### src/design/athc_pkg.sv
// shared types, constants and helpers of the adaptive threshold hit counter
package athc_pkg;

  localparam int unsigned WINDOW_SIZE_DEF = 50;
  localparam int unsigned MAG_W = 12;
  localparam int unsigned LEVEL_W = 17;
  localparam int unsigned TOTAL_W = 20;
  localparam int unsigned SQTOT_W = 32;
  localparam logic [LEVEL_W-1:0] LEVEL_MAX = 17'h1FFFF;
  localparam logic [MAG_W-1:0] MAG_MAX = 12'hFFF;

  localparam logic [8:0] SENS_RESET = 9'd64;
  localparam logic [15:0] GAP_RESET = 16'd250;
  localparam logic [3:0] PEAKS_RESET = 4'd4;
  localparam logic signed [11:0] XB_RESET = 12'sd0;
  localparam logic signed [11:0] YB_RESET = 12'sd0;
  localparam logic signed [11:0] ZB_RESET = -12'sd512;

  localparam int unsigned CFG_IDX_W = 3;
  localparam logic [CFG_IDX_W-1:0] REG_SENS = 3'd0;
  localparam logic [CFG_IDX_W-1:0] REG_GAP = 3'd1;
  localparam logic [CFG_IDX_W-1:0] REG_PEAKS = 3'd2;
  localparam logic [CFG_IDX_W-1:0] REG_XB = 3'd3;
  localparam logic [CFG_IDX_W-1:0] REG_YB = 3'd4;
  localparam logic [CFG_IDX_W-1:0] REG_ZB = 3'd5;

  typedef struct packed {
    logic [31:0] time_ms;
    logic signed [11:0] x_raw;
    logic signed [11:0] y_raw;
    logic signed [11:0] z_raw;
  } sample_t;

  typedef struct packed {
    logic [11:0] magnitude;
    logic [16:0] level;
    logic armed;
    logic peak_start;
    logic hit_now;
    logic [31:0] hits_total;
  } result_t;

  typedef enum logic [3:0] {
    ST_IDLE, ST_SQUARE, ST_MAG, ST_MAG_WAIT, ST_JUDGE, ST_RD_WAIT, ST_UPDATE,
    ST_DIV, ST_VAR, ST_SD, ST_SD_WAIT, ST_LVL, ST_OUT
  } state_t;

  // request to the shared iterative units
  typedef struct packed {
    logic start;
    logic [31:0] operand;
  } unit_req_t;

endpackage

### src/design/athc_window_mem.sv
// magnitude window memory, one write and one registered read per cycle
module athc_window_mem #(
  parameter int unsigned WINDOW_SIZE = athc_pkg::WINDOW_SIZE_DEF,
  parameter int unsigned AW = $clog2(WINDOW_SIZE)
) (
  input  logic clk,
  input  logic we,
  input  logic [AW-1:0] waddr,
  input  logic [athc_pkg::MAG_W-1:0] wdata,
  input  logic [AW-1:0] raddr,
  output logic [athc_pkg::MAG_W-1:0] rdata
);
  import athc_pkg::*;

  logic [MAG_W-1:0] mem [WINDOW_SIZE];

  always_ff @(posedge clk) begin
    if (we) begin
      mem[waddr] <= wdata;
    end
    rdata <= mem[raddr];
  end
endmodule

### config.mk
export PLATFORM = sky130hd
export DESIGN_NAME = athc_window_mem
export DESIGN_NICKNAME = d
export VERILOG_FILES = /design/src/design/athc_pkg.sv /design/src/design/athc_window_mem.sv
export SDC_FILE = /design/constraint.sdc
export NUM_CORES = 1
export LEC_CHECK = 0
export BUFFER_PORTS_ARGS = -buffer_cell sky130_fd_sc_hd__buf_2
export CELL_PAD_IN_SITES_DETAIL_PLACEMENT = 2
export CELL_PAD_IN_SITES_GLOBAL_PLACEMENT = 2
export CORE_MARGIN = 10
export CORE_UTILIZATION = 40
export CTS_CLUSTER_SIZE = 20
export DETAILED_ROUTE_END_ITERATION = 7
export PLACE_DENSITY_LB_ADDON = 0.2
export SLEW_MARGIN = 10
export SYNTH_ARGS = -nofsm -noshare
export SYNTH_HDL_FRONTEND = slang
export SYNTH_SLANG_ARGS = --single-unit
### constraint.sdc
create_clock -name clk -period 2.5 [get_ports clk]
set_clock_uncertainty 0.2 [all_clocks]
set_input_delay 0.125 -clock clk [delete_from_list [all_inputs] [get_ports clk]]
set_output_delay 0.125 -clock clk [all_outputs]
set_load 0.005 [all_outputs]
# Word-level counts from Yosys, hierarchy flattened
# Memories as Yosys holds them, arrays and structs flattened. A register that Yosys moved wholly into a read port is not among the register bits.
# Cells that the tools add are included.
totals:
  ff_bits: 0
  mem_bits_rw: 600
  input_bits: 26
  output_inout_bits: 12
  word_cells: 3
  n_memories: 1
classes:
  mux: 2
memory_table:
  columns: ["memory", "words", "width", "read_ports", "rd_clocked_by_memory_dff", "write_ports", "line_no", "text"]
  rows:
  - ["mem", 50, 12, 1, 1, 1, "athc_window_mem.sv:15", "logic [MAG_W-1:0] mem [WINDOW_SIZE];"]
ops:
  columns: ["op", "n"]
  rows:
  - ["two-way mux 1 bit", 2]

# Logic depth before layout (Yosys ltp)
depth:
  ltp_word: 2
  ltp_mapped: 9
  ltp_nobuf: 5

# Worst setup path before layout
# Ideal clock, no wire load.
synth_timing:
  kind: "input -> register"
  from: "in waddr[4]"
  to: "mem mem[32][0] (enable)"
  setup_time_ns: 0.396
  arrival_ns: 1.476
  required_ns: 1.904
  setup_slack_ns: 0.428
  cell_stages: 3
  path_buffers: 0
  path_cell_list: "nor4bb_1 > nand2b_1 > nor3_1"
synth_lines:
  columns: ["element", "line_no", "text"]
  rows:
  - ["from (decl)", "athc_window_mem.sv:8", "input logic [AW-1:0] waddr,"]
  - ["to (decl)", "athc_window_mem.sv:15", null]
# Straight into the memory's write port.

==> flow_summary.json <==
{
  "status": "finished clean",
  "critPathCaptureType": "flop",
  "fin_nets": 1492,
  "hp-class": "input port to flop",
  "wl_met1_um": 30200,
  "crit_path_start_kind": "flop",
  "drt_drc_violations_left": 0,
  "drive_gt1_frac": 0.214,
  "min_period_over_period": 0.911,
  "root_buffer": "clkbuf_16",
  "rsz0062_at_grt": "false",
  "syn_to_final_growth_pct": 18.2,
  "num-fill-cells": 5297,
  "clk_latency_ns": 0.60,
  "placementRows": 89,
  "synth_seq_area_share": 0.764,
  "final_max_slew_viol_count": 0,
  "dp.cells": 2155,
  "wl_met2_um": 35900,
  "vias_per_cell": 5.65,
  "synthMostInstantiatedCell": "edfxtp_1",
  "wl_per_cell_um": 31.2,
  "syn-cell-area_um2": 23900,
  "synth_top_area_frac": 0.754,
  "yosys_register_bits": 612,
  "placed_area_um2": 26000,
  "drt_iter0_markers": 1013,
  "die_area_um2": 69900,
  "yosysWarnings": 0,
  "ys_top_cells_by_area": "edfxtp_1 (75%), mux2i_1 (9.5%), mux4_2 (3.8%)",
  "grt_max_degree": 51,
  "totalWireLength_um": 71400,
  "tns_ns": 0,
  "multi_input_area_um2": 5200,
  "synth_common_cells": "edfxtp_1 (600), mux2i_1 (228), a22oi_1 (56), nor2_1 (56)",
  "stdcell_count": 2292,
  "highest_layer": "met5",
  "report.final.hold_viol_count": 0,
  "utilization": 0.478,
  "clock-sinks": 612,
  "syn_inst": 1275,
  "fmax_mhz": 439,
  "dieHeight_um": 264,
  "peakVddDrop_uv": 676,
  "setup.worst_path.class": "flop to flop",
  "synth_cell_types": 36,
  "swShare": 0.220,
  "register_area_um2": 18300,
  "dp_slack_ns": -0.220,
  "pwr-share-comb": 0.056,
  "dp_hpwl_um": 46300,
  "cts_buffers": 69,
  "async_reset_ff_frac": 0,
  "overflow": 0,
  "routed-wl-met3_um": 3670,
  "gp_congestion": 0.808,
  "power_switching_mw": 4.87,
  "diodes": 0,
  "io_buffers": 37,
  "die_x_um": 264,
  "relSlewSlack": 0.313,
  "grt_pass1_vias": 14330,
  "power_frac_seq": 0.516,
  "start_util": 0.404,
  "cts_setup_buffers": 0,
  "setup_viol": 0,
  "tightest_slew_ns": 1.03,
  "crit_fanout": 1,
  "antenna_left": 0,
  "synth_edf_count": 600,
  "power_per_cell_area_nw_per_um2": 783,
  "track_usage": 0.206,
  "critPathArrivalTime_ns": 2.52,
  "cts.clk_slew.worst_paths_ns": 0.06,
  "grt_pass1_wl_um": 105000,
  "design_area_um2": 28200,
  "dr.pass1.iters": 6,
  "clkPwrFrac": 0.428,
  "via_count": 12960,
  "core-area_um2": 59100,
  "final.setup.worst_slack_ns": 0.224,
  "io_pins": 38,
  "fin_crit_ns": 2.28,
  "crit_required_ns": 2.75,
  "htreeDepth": 3,
  "avgSynthCellArea_um2": 18.7,
  "maxCapViolCount": 0,
  "power_mw": 22.1,
  "cts_tree": "built",
  "leakagePower_nw": 9.74,
  "internal_power_mw": 17.3,
  "synth.largest_area_cell": "edfxtp_1",
  "ys.flop_type": "edfxtp_1",
  "synth_nets": 1301,
  "antenna_found_initial": 7,
  "clock_path_buffers": 3,
  "finalHoldWorstSlack_ns": 0.0320
}
-- path summary, 6_finish.rpt --
path | slack [ns] | depth (start not counted) | startpoint | endpoint
worst max register to register | 0.22 | 5 | mem[24][9]$_DFFE_PP_ | rdata[9]$_DFF_P_
worst min register to register | 0.45 | 4 | mem[48][10]$_DFFE_PP_ | rdata[10]$_DFF_P_
worst max-delay path | 0.22 | 5 | mem[24][9]$_DFFE_PP_ | rdata[9]$_DFF_P_
worst min-delay path | 0.03 | 4 | waddr[5] | mem[48][11]$_DFFE_PP_
-- worst max-delay path: stages (launching register included) --
cell      delay (ns)
edfxtp_1        0.37
mux4_2          0.46
nor3b_1         0.16
nor4_1          0.63
buf_4           0.23
a311oi_1        0.08
-- logic make-up after synthesis --
kind of cell,Yosys count,synth area share
flops,612,0.764
compound gates,140,0.0452
mux,272,0.135
simple gates,179,0.0364
buf+inv,72,0.0193
-- sequential cells by signal, summed over array words and instances (netlist names) --
signal / cells
rdata: 12
mem: 600
-- metal layers --
layer  vias up  global-route usage
met5         -                   0
met4         6              0.0528
met3       103              0.0387
met2       322               0.352
met1      6968               0.267
li1       5561                   -
-- cell type report --
class,instances,area share
inverters,1,0.000133
multi-input cells,591,0.184
repair buffers,191,0.0610
clock inverters,35,0.00678
well taps,773,0.0343
flip-flops and latches,612,0.647
clock buffers,89,0.0671
-- repair_timing --
item / in CTS / in global routing
hold buffers: 13 / 0
resized for setup: 1 / 0
endpoints found under the setup margin: 1 / 0
hold endpoints to repair: 253 / 0
-- power groups by stage --
stage | Sequential (mW) | Combinational [mW] | Clock, mW
after CTS | 11.4 | 1.26 | 9.68
after floorplan | 11.6 | 0.595 | 0
after detailed placement | 11.6 | 1.23 | 0
final | 11.4 | 1.24 | 9.47
after global routing | 11.4 | 1.33 | 10.1
after global placement | 11.6 | 1.19 | 0
-- layout by cell type (no fill, tap or decap), types with 4 or more instances in the layout --
cell type,n
edfxtp_1,600
mux2i_1,228
buf_4,114
clkbuf_16,71
nor2_1,56
a22oi_1,56
mux4_2,40
a22o_1,40
buf_2,36
nor3_1,31
nand2_1,29
buf_12,27
clkinv_1,17
a31oi_1,16
nand3_1,16
clkinv_2,13
clkbuf_1,13
dlygate4sd3_1,13
dfxtp_1,12
nand4_1,9
o2bb2ai_1,8
a21oi_1,8
a311oi_1,8
nand2b_1,6
nor3b_1,5
clkbuf_8,5
and2_1,4
nor2b_1,4
mux2_2,4
a211oi_1,4
No activity file was read; power rests on OpenSTA's default activity.
