### config.mk
export PLATFORM = sky130hd
export DESIGN_NAME = athc_div
export DESIGN_NICKNAME = d
export VERILOG_FILES = /design/src/design/athc_pkg.sv /design/src/design/athc_div.sv
export SDC_FILE = /design/constraint.sdc
export NUM_CORES = 1
export LEC_CHECK = 0
export ABC_AREA = 1
export BUFFER_PORTS_ARGS = -buffer_cell sky130_fd_sc_hd__buf_2
export CAP_MARGIN = 40
export CORE_MARGIN = 1.5
export CORE_UTILIZATION = 47
export CTS_CLUSTER_SIZE = 20
export DETAILED_ROUTE_END_ITERATION = 8
export GPL_TIMING_DRIVEN = 0
export SYNTH_ARGS = -nofsm -noshare
export SYNTH_HDL_FRONTEND = slang
export SYNTH_SLANG_ARGS = --single-unit
### constraint.sdc
create_clock -name clk -period 6.7 [get_ports clk]
set_clock_uncertainty 0.1 [all_clocks]
set_input_delay 1.34 -clock clk [delete_from_list [all_inputs] [get_ports clk]]
set_output_delay 1.34 -clock clk [all_outputs]
set_load 0.1 [all_outputs]
### src/design/athc_pkg.sv
// shared types, constants and helpers of the adaptive threshold hit counter
package athc_pkg;

  localparam int unsigned WINDOW_SIZE_DEF = 50;
  localparam int unsigned MAG_W = 12;
  localparam int unsigned LEVEL_W = 17;
  localparam int unsigned TOTAL_W = 20;
  localparam int unsigned SQTOT_W = 32;
  localparam logic [LEVEL_W-1:0] LEVEL_MAX = 17'h1FFFF;
  localparam logic [MAG_W-1:0] MAG_MAX = 12'hFFF;

  localparam logic [8:0] SENS_RESET = 9'd64;
  localparam logic [15:0] GAP_RESET = 16'd250;
  localparam logic [3:0] PEAKS_RESET = 4'd4;
  localparam logic signed [11:0] XB_RESET = 12'sd0;
  localparam logic signed [11:0] YB_RESET = 12'sd0;
  localparam logic signed [11:0] ZB_RESET = -12'sd512;

  localparam int unsigned CFG_IDX_W = 3;
  localparam logic [CFG_IDX_W-1:0] REG_SENS = 3'd0;
  localparam logic [CFG_IDX_W-1:0] REG_GAP = 3'd1;
  localparam logic [CFG_IDX_W-1:0] REG_PEAKS = 3'd2;
  localparam logic [CFG_IDX_W-1:0] REG_XB = 3'd3;
  localparam logic [CFG_IDX_W-1:0] REG_YB = 3'd4;
  localparam logic [CFG_IDX_W-1:0] REG_ZB = 3'd5;

  typedef struct packed {
    logic [31:0] time_ms;
    logic signed [11:0] x_raw;
    logic signed [11:0] y_raw;
    logic signed [11:0] z_raw;
  } sample_t;

  typedef struct packed {
    logic [11:0] magnitude;
    logic [16:0] level;
    logic armed;
    logic peak_start;
    logic hit_now;
    logic [31:0] hits_total;
  } result_t;

  typedef enum logic [3:0] {
    ST_IDLE, ST_SQUARE, ST_MAG, ST_MAG_WAIT, ST_JUDGE, ST_RD_WAIT, ST_UPDATE,
    ST_DIV, ST_VAR, ST_SD, ST_SD_WAIT, ST_LVL, ST_OUT
  } state_t;

  // request to the shared iterative units
  typedef struct packed {
    logic start;
    logic [31:0] operand;
  } unit_req_t;

endpackage

### src/design/athc_div.sv
// unsigned divide of a 32-bit value by the window size, reciprocal multiply and one correction
module athc_div #(
  parameter int unsigned WINDOW_SIZE = athc_pkg::WINDOW_SIZE_DEF
) (
  input  logic clk,
  input  logic rst,
  input  athc_pkg::unit_req_t req,
  output logic busy,
  output logic done,
  output logic [31:0] quot
);
  import athc_pkg::*;

  localparam logic [8:0] DIVISOR = 9'(WINDOW_SIZE);
  // floor(2^32 / size), so the estimate is the quotient or one below it
  localparam logic [31:0] RECIP = 32'((64'd1 << 32) / 64'(WINDOW_SIZE));

  logic [31:0] num;
  logic [31:0] est;
  logic step;
  logic [31:0] est_next;
  logic [31:0] rem_v;

  assign est_next = 32'((64'(num) * 64'(RECIP)) >> 32);
  assign rem_v = num - est * 32'(DIVISOR);

  always_ff @(posedge clk) begin
    if (rst) begin
      busy <= 1'b0;
      done <= 1'b0;
      step <= 1'b0;
    end else begin
      done <= 1'b0;
      if (req.start) begin
        busy <= 1'b1;
        step <= 1'b0;
        num <= req.operand;
      end else if (busy) begin
        if (!step) begin
          est <= est_next;
          step <= 1'b1;
        end else begin
          quot <= (rem_v >= 32'(DIVISOR)) ? est + 32'd1 : est;
          busy <= 1'b0;
          done <= 1'b1;
        end
      end
    end
  end
endmodule

---- Yosys cells after proc, flatten, opt, wreduce, memory -nomap -nowiden ----
Cells that the tools add are included.
storage, ports and cells
  register bits ........................... 90
  output and inout bits ................... 34
  input port bits ......................... 35
cells by class
  multipliers ............................. 2
  reduce and logical (&&, ||, !) cells .... 5
  magnitude comparators ................... 1
  bitwise logic cells ..................... 4
  $add $sub $neg .......................... 2
  multiplexer cells ....................... 5
operators with widths
  kind                                                   number
  multiplier 32 x 27 -> 59 bit (second input constant)   1
  >= comparator 32 x 6 -> 1 bit (second input constant)  1
  subtractor 32 bit                                      1
  multiplier 27 x 5 -> 31 bit (second input constant)    1
  adder 27 x 1 -> 28 bit (second input constant)         1
  two-way mux 27 bit                                     1
  AND reduction 4 bit                                    2
  two-way mux 1 bit                                      4
  inverter 1 bit                                         4
  OR reduction 3 bit                                     1
  AND reduction 2 bit                                    1
  OR reduction 2 bit                                     1

---- Depth between registers and ports, before layout ----
  depth in word-level cells ............... 4
  depth in mapped cells ................... 34
  mapped depth without buffers ............ 33

---- Worst setup path before layout ----
No wires, ideal clock.
  path kind ............................... register to register
  start ................................... register num[20]
  end ..................................... register est[23] (data pin)
  period minus slack after synthesis ...... 5790 ps
  setup time .............................. 265 ps
  arrival time ............................ 5425 ps
  path slack .............................. 910 ps
  stages on the path, launching flop included .. 22
  buffers on the path ..................... 0
  path through ............................ edfxtp_1 -> ha_1 -> fa_1 -> fa_1 -> inv_1 -> fa_1 -> fa_1 -> inv_1 -> fa_1 -> fa_1 -> ha_1 -> nand2_1 -> nor2_1 -> inv_1 -> nor2_1 -> inv_1 -> nor4_1 -> nand3b_1 -> nand3_1 -> a21boi_0 -> o21ai_0 -> xor2_1
on the way
  word-level cells in the longest chain between the ends .. 1
ends and longest elaborated chain
  what                          line            text
  start, declared               athc_div.sv:18  logic [31:0] num;
  start signal, assigned        athc_div.sv:37  num <= req.operand;
  multiplier 32 x 27 -> 59 bit  athc_div.sv:24  assign est_next = 32'((64'(num) * 64'(RECIP)) >> 32);
  named net est_next[23]        athc_div.sv:21  logic [31:0] est_next;
  end signal, assigned          athc_div.sv:40  est <= est_next;
  end, declared                 athc_div.sv:19  logic [31:0] est;
The timed path passes the listed nets, and every way through them passes these cells.
A chain may end at the register's enable or synchronous reset.

---- Worst setup path after layout ----
  start ................................... register num[15]
  end ..................................... register est[23] (data pin)
Same word-level chain as after synthesis.

==> metrics.txt <==
Final Core Density between 50% and 60%; CTS root buf clkbuf_16; Bufs on Longest Clock Path 2; chip height 225 µm; RD Place Congestion 0.969; layout cell share with drive strength beyond 1 8.88%; crit path max fanout 4; synth-to-layout area growth 11.6%; Iter 0 DRT Violations 1199; fin crit share 97.5%; placed insts 3445; FF-to-FF Start num[15]; Hold/Removal Path Class flop to flop; Ant. Diodes 0; Port Buf Inserts 64; total track usage 28.9%; Hold Startpoint busy; filler instances 4603; crit path launch type flop; most frequent cells in the layout inv_1, ha_1, nand2_1; crit path DAT 6580 ps; Die ar. 50600 µm²; Min Hold Slack 426 ps; Die Width 225 µm; Setup crit end kind flop; clk_lat worst skew 400 ps; # clock sinks 90; Yosys cell types 48; antenna viol nets, final 0; most common cell after layout, fill and taps aside inv_1; worst setup path start num[15]; drt pass-1 iters 7; Final #Nets 3725; Slew Limit Fails 0; Std-Cell Rows 81; Main synth FF type edfxtp_1; DR vias/cell 5.15; sequential area share after synthesis 11.6%; H-tree Lvls 3; WL per Instance 19.3 µm; routing usage on met3 ~3.8%; largest net degree at the start of global routing 28; core area 48700 µm²; Final Hold Violating Endpoints 0; Tmin final 6530 ps; Slew headroom 51.9%; met2 Use GR roughly half; initial antenna violation count 0; FF+latch count, synth 90; vias around 18000; flop2flop setup slack roughly 170 ps; Max Cap Viol 0; total global routing overflow 0; asr flop ratio synth 0%; EDFF count, synth 87; CTS tree built; Clk pin slew, worst setup/hold paths 80 ps; Worst Path Required 6750 ps; Initial Util 47.5%; Peak Freq 153 MHz; Routed WL 69200 µm; hpwl dp roughly 60000 µm; vias in the first global route just under 20000; Non-Filler Instances roughly 3600; Post-Synthesis Cells 2709; mapped cell area ~23000 µm²; met1 usage roughly 37%; Num CTS Buffers 9; DRC viols 0; Worst Tran Pin Value 721 ps; GR peak layer met2; I/O pin cnt 69; Final TNS setup 0 ps; status complete, no violations; crit path kind flop to flop; Final setup viols 0; first-pass GRT wire length 109000 µm; syn_area_per_cell 8.54 µm²; Yosys warnings 0
-- worst max-delay path, stage by stage, from the launching register on --
cell      delay (ps)
edfxtp_1         470
buf_4            210
ha_2             410
fa_1             460
fa_1             520
inv_1             50
fa_1             570
fa_1             460
fa_1             470
fa_1             540
inv_1             50
ha_1             330
a21oi_1          250
o21ai_0          120
inv_1            100
nor2_1            40
nor3_1           270
nand3_1          290
a21boi_2         280
o21ai_0          120
xor2_1           150
-- metal layers --
| layer | up-vias | share of wire (%) | wire [µm] |
|---|---|---|---|
| met4 | 0 | 3.0 | 2070 |
| met1 | 9046 | 44 | 30600 |
| li1 | 8914 | - | - |
| met3 | 97 | 4.4 | 3060 |
| met5 | - | 0 | 0 |
| met2 | 403 | 48 | 33500 |
-- synth_stat cells, types with 3 or more instances --
master / instances / area (µm²)
nor3_1: 21 / 105
o211ai_1: 5 / 37.5
nand2_2: 4 / 25.0
xor2_1: 54 / 473
and2_1: 5 / 31.3
nand3_1: 71 / 355
nand4_1: 47 / 294
xnor2_1: 31 / 272
ha_1: 452 / 5660
edfxtp_1: 87 / 2610
o21bai_1: 10 / 75.1
nor2_1: 149 / 559
fa_1: 326 / 6530
dfxtp_1: 3 / 60.1
buf_6: 3 / 33.8
o21a_1: 11 / 82.6
a31oi_1: 7 / 43.8
a21o_1: 9 / 67.6
nand3_2: 3 / 30.0
buf_4: 9 / 67.6
a21boi_0: 5 / 37.5
o21ai_0: 66 / 330
nand3b_1: 9 / 67.6
inv_1: 716 / 2690
a21oi_2: 3 / 26.3
nor2_2: 7 / 43.8
nand2_1: 427 / 1600
nor4_1: 12 / 75.1
a21oi_1: 134 / 671
-- sequential cells by signal (all words and copies together), names as in the netlist --
name and flops:
est 27, quot 28, num 32, step 1
busy 1, done 1
-- kinds of logic after synthesis --
logic type	synth area share (%)
adders and majority gates	52.6
DFF	11.6
and+or+nand+nor	14.2
AOI/OAI and AO/OA	6.28
xor gates and xnor gates	3.22
buffers and inverters	12.1
other	0.0162
-- repair_timing --
item / 4_1_cts / 5_1_grt
pin swaps: 1 / 2
setup buffers: 84 / 36
hold buffers: 0 / 0
resized for setup: 2 / 21
setup endpoints to repair: 29 / 39
-- final timing paths --
kind | to | cells after the start
hold / removal | done | 2
setup reg to reg | est[23] | 20
hold reg to reg | done | 2
setup / recovery | est[23] | 20
-- through the flow --
stage	cell area, µm²	worst slack [ps]
global route	25800	-4.36
detailed placement	24400	-427
finish	25800	168
floorplan	23100	910
CTS	25500	6.71
global placement	24300	-408
-- cell type report --
| cell class | instances | area, µm² | area share, % |
|---|---|---|---|
| Buffer | 13 | 106 | 0.412 |
| Clock buffer | 10 | 229 | 0.887 |
| Clock inverter | 6 | 48.8 | 0.189 |
| Inverter | 717 | 2690 | 10.4 |
| Multi-Input combinational cell | 1892 | 17700 | 68.8 |
| Sequential cell | 90 | 2670 | 10.4 |
| Tap cell | 664 | 831 | 3.22 |
| Timing Repair Buffer | 189 | 1490 | 5.76 |
Power is not shown: default switching activity piles up to over one toggle a cycle in this logic, so the estimate is an artifact.
