File: src/design/athc_pkg.sv
// shared types, constants and helpers of the adaptive threshold hit counter
package athc_pkg;

  localparam int unsigned WINDOW_SIZE_DEF = 50;
  localparam int unsigned MAG_W = 12;
  localparam int unsigned LEVEL_W = 17;
  localparam int unsigned TOTAL_W = 20;
  localparam int unsigned SQTOT_W = 32;
  localparam logic [LEVEL_W-1:0] LEVEL_MAX = 17'h1FFFF;
  localparam logic [MAG_W-1:0] MAG_MAX = 12'hFFF;

  localparam logic [8:0] SENS_RESET = 9'd64;
  localparam logic [15:0] GAP_RESET = 16'd250;
  localparam logic [3:0] PEAKS_RESET = 4'd4;
  localparam logic signed [11:0] XB_RESET = 12'sd0;
  localparam logic signed [11:0] YB_RESET = 12'sd0;
  localparam logic signed [11:0] ZB_RESET = -12'sd512;

  localparam int unsigned CFG_IDX_W = 3;
  localparam logic [CFG_IDX_W-1:0] REG_SENS = 3'd0;
  localparam logic [CFG_IDX_W-1:0] REG_GAP = 3'd1;
  localparam logic [CFG_IDX_W-1:0] REG_PEAKS = 3'd2;
  localparam logic [CFG_IDX_W-1:0] REG_XB = 3'd3;
  localparam logic [CFG_IDX_W-1:0] REG_YB = 3'd4;
  localparam logic [CFG_IDX_W-1:0] REG_ZB = 3'd5;

  typedef struct packed {
    logic [31:0] time_ms;
    logic signed [11:0] x_raw;
    logic signed [11:0] y_raw;
    logic signed [11:0] z_raw;
  } sample_t;

  typedef struct packed {
    logic [11:0] magnitude;
    logic [16:0] level;
    logic armed;
    logic peak_start;
    logic hit_now;
    logic [31:0] hits_total;
  } result_t;

  typedef enum logic [3:0] {
    ST_IDLE, ST_SQUARE, ST_MAG, ST_MAG_WAIT, ST_JUDGE, ST_RD_WAIT, ST_UPDATE,
    ST_DIV, ST_VAR, ST_SD, ST_SD_WAIT, ST_LVL, ST_OUT
  } state_t;

  // request to the shared iterative units
  typedef struct packed {
    logic start;
    logic [31:0] operand;
  } unit_req_t;

endpackage

File: src/design/athc_isqrt.sv
// iterative 32-bit integer square root, two bits per cycle
module athc_isqrt (
  input  logic clk,
  input  logic rst,
  input  athc_pkg::unit_req_t req,
  output logic busy,
  output logic done,
  output logic [15:0] root
);
  import athc_pkg::*;

  logic [31:0] rem;
  logic [31:0] acc;
  logic [31:0] bitv;
  logic [31:0] trial;

  assign trial = acc + bitv;

  always_ff @(posedge clk) begin
    if (rst) begin
      busy <= 1'b0;
      done <= 1'b0;
    end else begin
      done <= 1'b0;
      if (req.start) begin
        busy <= 1'b1;
        rem <= req.operand;
        acc <= '0;
        bitv <= 32'h4000_0000;
      end else if (busy) begin
        if (rem >= trial) begin
          rem <= rem - trial;
          acc <= (acc >> 1) + bitv;
        end else begin
          acc <= acc >> 1;
        end
        bitv <= bitv >> 2;
        if (bitv == 32'd1) begin
          busy <= 1'b0;
          done <= 1'b1;
        end
      end
    end
  end

  assign root = acc[15:0];
endmodule

File: config.mk
export PLATFORM = sky130hd
export DESIGN_NAME = athc_isqrt
export DESIGN_NICKNAME = d
export VERILOG_FILES = /design/src/design/athc_pkg.sv /design/src/design/athc_isqrt.sv
export SDC_FILE = /design/constraint.sdc
export NUM_CORES = 1
export LEC_CHECK = 0
export BUFFER_PORTS_ARGS = -buffer_cell sky130_fd_sc_hd__buf_2
export CAP_MARGIN = 5
export CORE_ASPECT_RATIO = 0.9
export CORE_UTILIZATION = 40
export DETAILED_ROUTE_END_ITERATION = 10
export PLACE_DENSITY = 0.68
export SYNTH_ARGS = -nofsm -noshare
export SYNTH_HDL_FRONTEND = slang
export SYNTH_SLANG_ARGS = --single-unit
File: constraint.sdc
create_clock -name clk -period 16.4 [get_ports clk]
set_input_delay 3.28 -clock clk [delete_from_list [all_inputs] [get_ports clk]]
set_output_delay 3.28 -clock clk [all_outputs]
set_load 0.005 [all_outputs]
# Word-level counts from Yosys, hierarchy flattened
# Index checks and enable logic that the tools add are counted.
# classes
add_sub_neg	3
magnitude_cmp	1
eq_ne	1
muxes	10
n_bitwise	2
reduce_logical	5
# op_table
cell	count
32-bit 2-to-1 mux	5
31-bit by 31-bit adder with 32-bit output	1
32-bit by 31-bit adder with 32-bit output	1
32-bit greater-or-equal comparator	1
32-bit subtractor	1
31-bit 2-to-1 mux	1
16-bit by 1-bit == test with 1-bit output, second input constant	1
1-bit 2-to-1 mux	4
2-bit nonzero test	2
3-bit AND reduction	1
3-bit OR reduction	1
1-bit NOT	2
2-bit AND reduction	1
# word_totals
ff_bits	82
inputBits	35
out_inout_bits	18

# Depth between registers and ports, before layout
# depth
word_depth	5
depth_mapped	21
mapped_depth_nobuf	19

# Worst setup path after synthesis
# OpenSTA, ideal clock, no wires.
# synth_timing
kind	input to register
start	input req[32] (netlist name)
end	register rem[0] (enable)
setup_ns	0.470
arrival_ns	8.186
required_time_ns	15.930
path_slack_ns	7.743
stages	4
path_cell_list	clkbuf_1 > nor2_1 > nor2_1 > a21boi_0
# synth_between
elab_chain_len	2
# synth_rtl
item	line_no	source
from (decl)	athc_isqrt.sv:5	input athc_pkg::unit_req_t req,
2-bit nonzero test (no line)	-	
3-bit AND reduction (no line) *	-	
to (signal assigned)	athc_isqrt.sv:27	rem <= req.operand;
to (signal assigned)	athc_isqrt.sv:32	rem <= rem - trial;
to (decl)	athc_isqrt.sv:12	logic [31:0] rem;
# Every way passes the cells marked *; elsewhere a longest branch is shown, timed or not.
# A chain may end at the register's enable or synchronous reset.

# Worst setup path after layout
# layout_timing
start	input req[32] (netlist name)
end	register rem[12] (enable)
# The elaborated chain is that of the path after synthesis.

==> summary.md <==
| Metric | Value |
|---|---|
| Outcome | `completed` |
| Synth Flop Type | `edfxtp_1` |
| Synth Cell Area | `slightly above 7000 um^2` |
| Mapped Cells | `805` |
| Worst path max stage delay | `1.01 ns` |
| Vias post-DR | `between 6000 and 7000` |
| Die area | `18600 um^2` |
| GRT Total Usage | `19.5%` |
| Initial Util | `40.9%` |
| Chip Height | `between 100 and 150 um` |
| Power, Total | `0.000977 W` |
| Minimum clock period | `~6.2 ns` |
| PD cells | `124 nW/um^2` |
| WP depth | `6` |
| Crit path top cell by count | `buf_4` |
| Crit path launch type | `input port` |
| Residual DRC count | `0` |
| TritonCTS Buffers | `9` |
| Share of cells above drive strength 1 | `between 10% and 20%` |
| CP Cell Sequence | `buf_4, buf_4, nor2_1, nor2_4, buf_4, a21boi_4` |
| 1st-iter DRT viols | `323` |
| Post_cts resized | `0` |
| Req. time, crit path | `16.37 ns` |
| Number of global-route vias before repair | `5569` |
| Static leakage | `between 2 and 3 nW` |
| First-pass GRT wire length | `28300 um` |
| Post-synth EDFFs | `80` |
| TritonCTS Sinks | `82` |
| Post-route ant nets | `0` |
| Die X | `144 um` |
| Slew Limit Fails | `0` |
| # setup viols final | `0` |
| Routed len/inst | `16.3 um` |
| Synth area leader | `edfxtp_1` |
| Largest net degree at the start of global routing | `between 50 and 60` |
| Seq/Total Area, Yosys | `33.8%` |
| CTS H-Tree Depth | `3` |
| Initial antenna violation count | `0` |
| Clk_skew | `0.00502 ns` |
| Number of distinct library cells after synthesis | `69` |
| Post-CTS setup buffers | `0` |
| CTS tree | `yes` |
| Cts hold-fix bufs | `0` |
| Clock transition at path regs | `roughly 0.060 ns` |
| Worst-skew pair later-pin latency | `roughly 0.35 ns` |
| Crit-path slowest cell | `a21boi_4` |
| Filler cell count | `about 1800` |
| Peak VDD IR | `0.0547 mV` |
| Post-DP HPWL | `12900 um` |
| Final Instance Count excl. Fillers | `approximately 1100` |
| Top cells by area, synth | `edfxtp_1, ha_1, nand2_1, xor2_1, xnor2_1` |
| Mapped Nets | `about 900` |
| Worst-margin pin slew | `1.17 ns` |
| Overflow after GRT | `0` |
| Port Buf Inserts | `52` |
| Vias per cell | `5.61` |
| Yosys reg bits | `82` |
| Crit path DAT | `between 6 and 7 ns` |
| Setup TNS Final | `0 ns` |
| CP Buf/Inv Count | `3` |
| Number of diodes | `0` |
| Fmax | `about 0.16 GHz` |
| Crit. End Element | `flip-flop` |
| Most frequent cell after synthesis | `nand2_1` |
| Delay-heaviest family, CP | `buffers and inverters` |
| Synth top area share | `between 30 and 40%` |
| Clk root buf | `clkbuf_16` |
| Area growth, synth to finish | `9.45%` |
| Max cap viols | `0` |
| Inst Count DP | `1059` |
| Post-Route WL | `17600 um` |
| Final #Nets | `932` |
| Clk buf depth | `2` |
| Final period util | `37.8%` |
| FP Rows | `46` |
| Headroom to the max-slew limit | `between 20 and 25%` |
| RSZ-0062 raised after global routing | `no` |
| Hold path cells | `1` |
| Commonest cells post-synth | `nand2_1, edfxtp_1, ha_1` |
| Post-Syn Area per Cell | `8.98 um^2` |
| Final Hold Fails | `0` |
| Crit Path Max Fanout | `53` |
| R2R cell count | `17` |
| Yosys warns | `0` |
| Critical path class | `in -> reg` |
| Hold Path Class | `reg -> reg` |
| Core ar. | `~18000 um^2` |
| Routability cong. | `0.885` |
| I/O Pins | `53` |
| DR pass1 iterations | `5` |
| Post-synth ARST share | `0%` |
kinds of logic (layout without fill, tap and decap cells):
logic type                 Yosys count  in the layout  share of synthesized area (%)
and+or+nand+nor                    266            266                           17.8
DFF                                 82             82                           33.8
muxes                                3              3                          0.467
xor gates and xnor gates            78             78                           9.45
buffers and inverters               55             85                           3.93
AOI/OAI and AO/OA                  254            254                           22.9
adders and majority gates           67             67                           11.7
layout make-up:
class                      instances  area, um^2  share of cell area [%]
multi-input combinational        668        4530                    57.3
inverter                          13        48.8                   0.617
timing repair buffer              56         293                    3.70
clock inverter                     4        51.3                   0.648
tap                              240         300                    3.80
sequential                        82        2440                    30.9
clock buffer                      12         246                    3.12
layout by cell type, fill, tap and decap left out, types with 12 or more instances in the layout:
cell type | Yosys | routed
nand2_1 | 100 | 100
edfxtp_1 | 80 | 80
ha_1 | 66 | 66
o21ai_0 | 64 | 64
nor2_1 | 61 | 60
a21oi_1 | 59 | 59
buf_2 | 13 | 51
xor2_1 | 40 | 40
xnor2_1 | 38 | 38
nor2b_1 | 26 | 26
a31oi_1 | 23 | 23
nand4_1 | 19 | 19
a21o_1 | 18 | 18
a211oi_1 | 15 | 15
inv_1 | 13 | 13
o21bai_1 | 12 | 12
and3_1 | 12 | 12
worst register-to-register path, stage by stage (launching register included):
cell,delay [ns]
edfxtp_1,0.48
ha_1,0.37
a21oi_1,0.09
o21bai_1,0.19
a31oi_1,0.19
o31ai_2,0.47
a21oi_1,0.21
o31ai_1,0.27
nand2_1,0.09
xor2_1,0.15
ha_1,0.40
nand4_1,0.32
nor4b_2,0.36
a21oi_1,0.11
o22a_1,0.25
o31a_1,0.12
buf_4,0.22
a21boi_4,0.91
stage by stage:
step | hold WS (ns) | utilization, % | instance area, um^2 | setup slack, ns
final | 0.534 | 44.8 | 7910 | 10.20
after global routing | 0.557 | 44.8 | 7910 | 9.96
after CTS | 0.538 | 44.8 | 7910 | 10.18
after detailed placement | 0.529 | 43.1 | 7610 | 9.82
after global placement | 0.525 | 43.1 | 7610 | 9.89
after floorplan | 0.509 | - | 7230 | 7.74
sequential cells by signal, summed over array words and instances, names as in the netlist:
register  cells
acc          32
bitv         16
busy          1
done          1
rem          32
power breakdown:
part / switching (W) / internal (W)
Sequential: 0.0000267 / 0.000272
Combinational: 0.000281 / 0.000187
Clock: 0.0000884 / 0.000122
Total: 0.000396 / 0.000582
layer usage:
| layer | track usage (%) | share of wire, % | up-vias | wire length (um) |
|---|---|---|---|---|
| met5 | 0 | 0 | - | 0 |
| met4 | 5.94 | 1.5 | 0 | 255 |
| met3 | 3.70 | 4.4 | 21 | 774 |
| met2 | 30.4 | 45 | 137 | 7950 |
| met1 | 27.3 | 49 | 2817 | 8590 |
| li1 | - | - | 3056 | - |
path summary, 6_finish.rpt:
path / from / to / slack, ns
worst max-delay path: req[32] / rem[12] / 10.20
worst min-delay path: busy / done / 0.53
worst max register to register: acc[2] / rem[12] / 10.77
worst min register to register: busy / done / 0.53
Power figures use the tool's default switching activity.
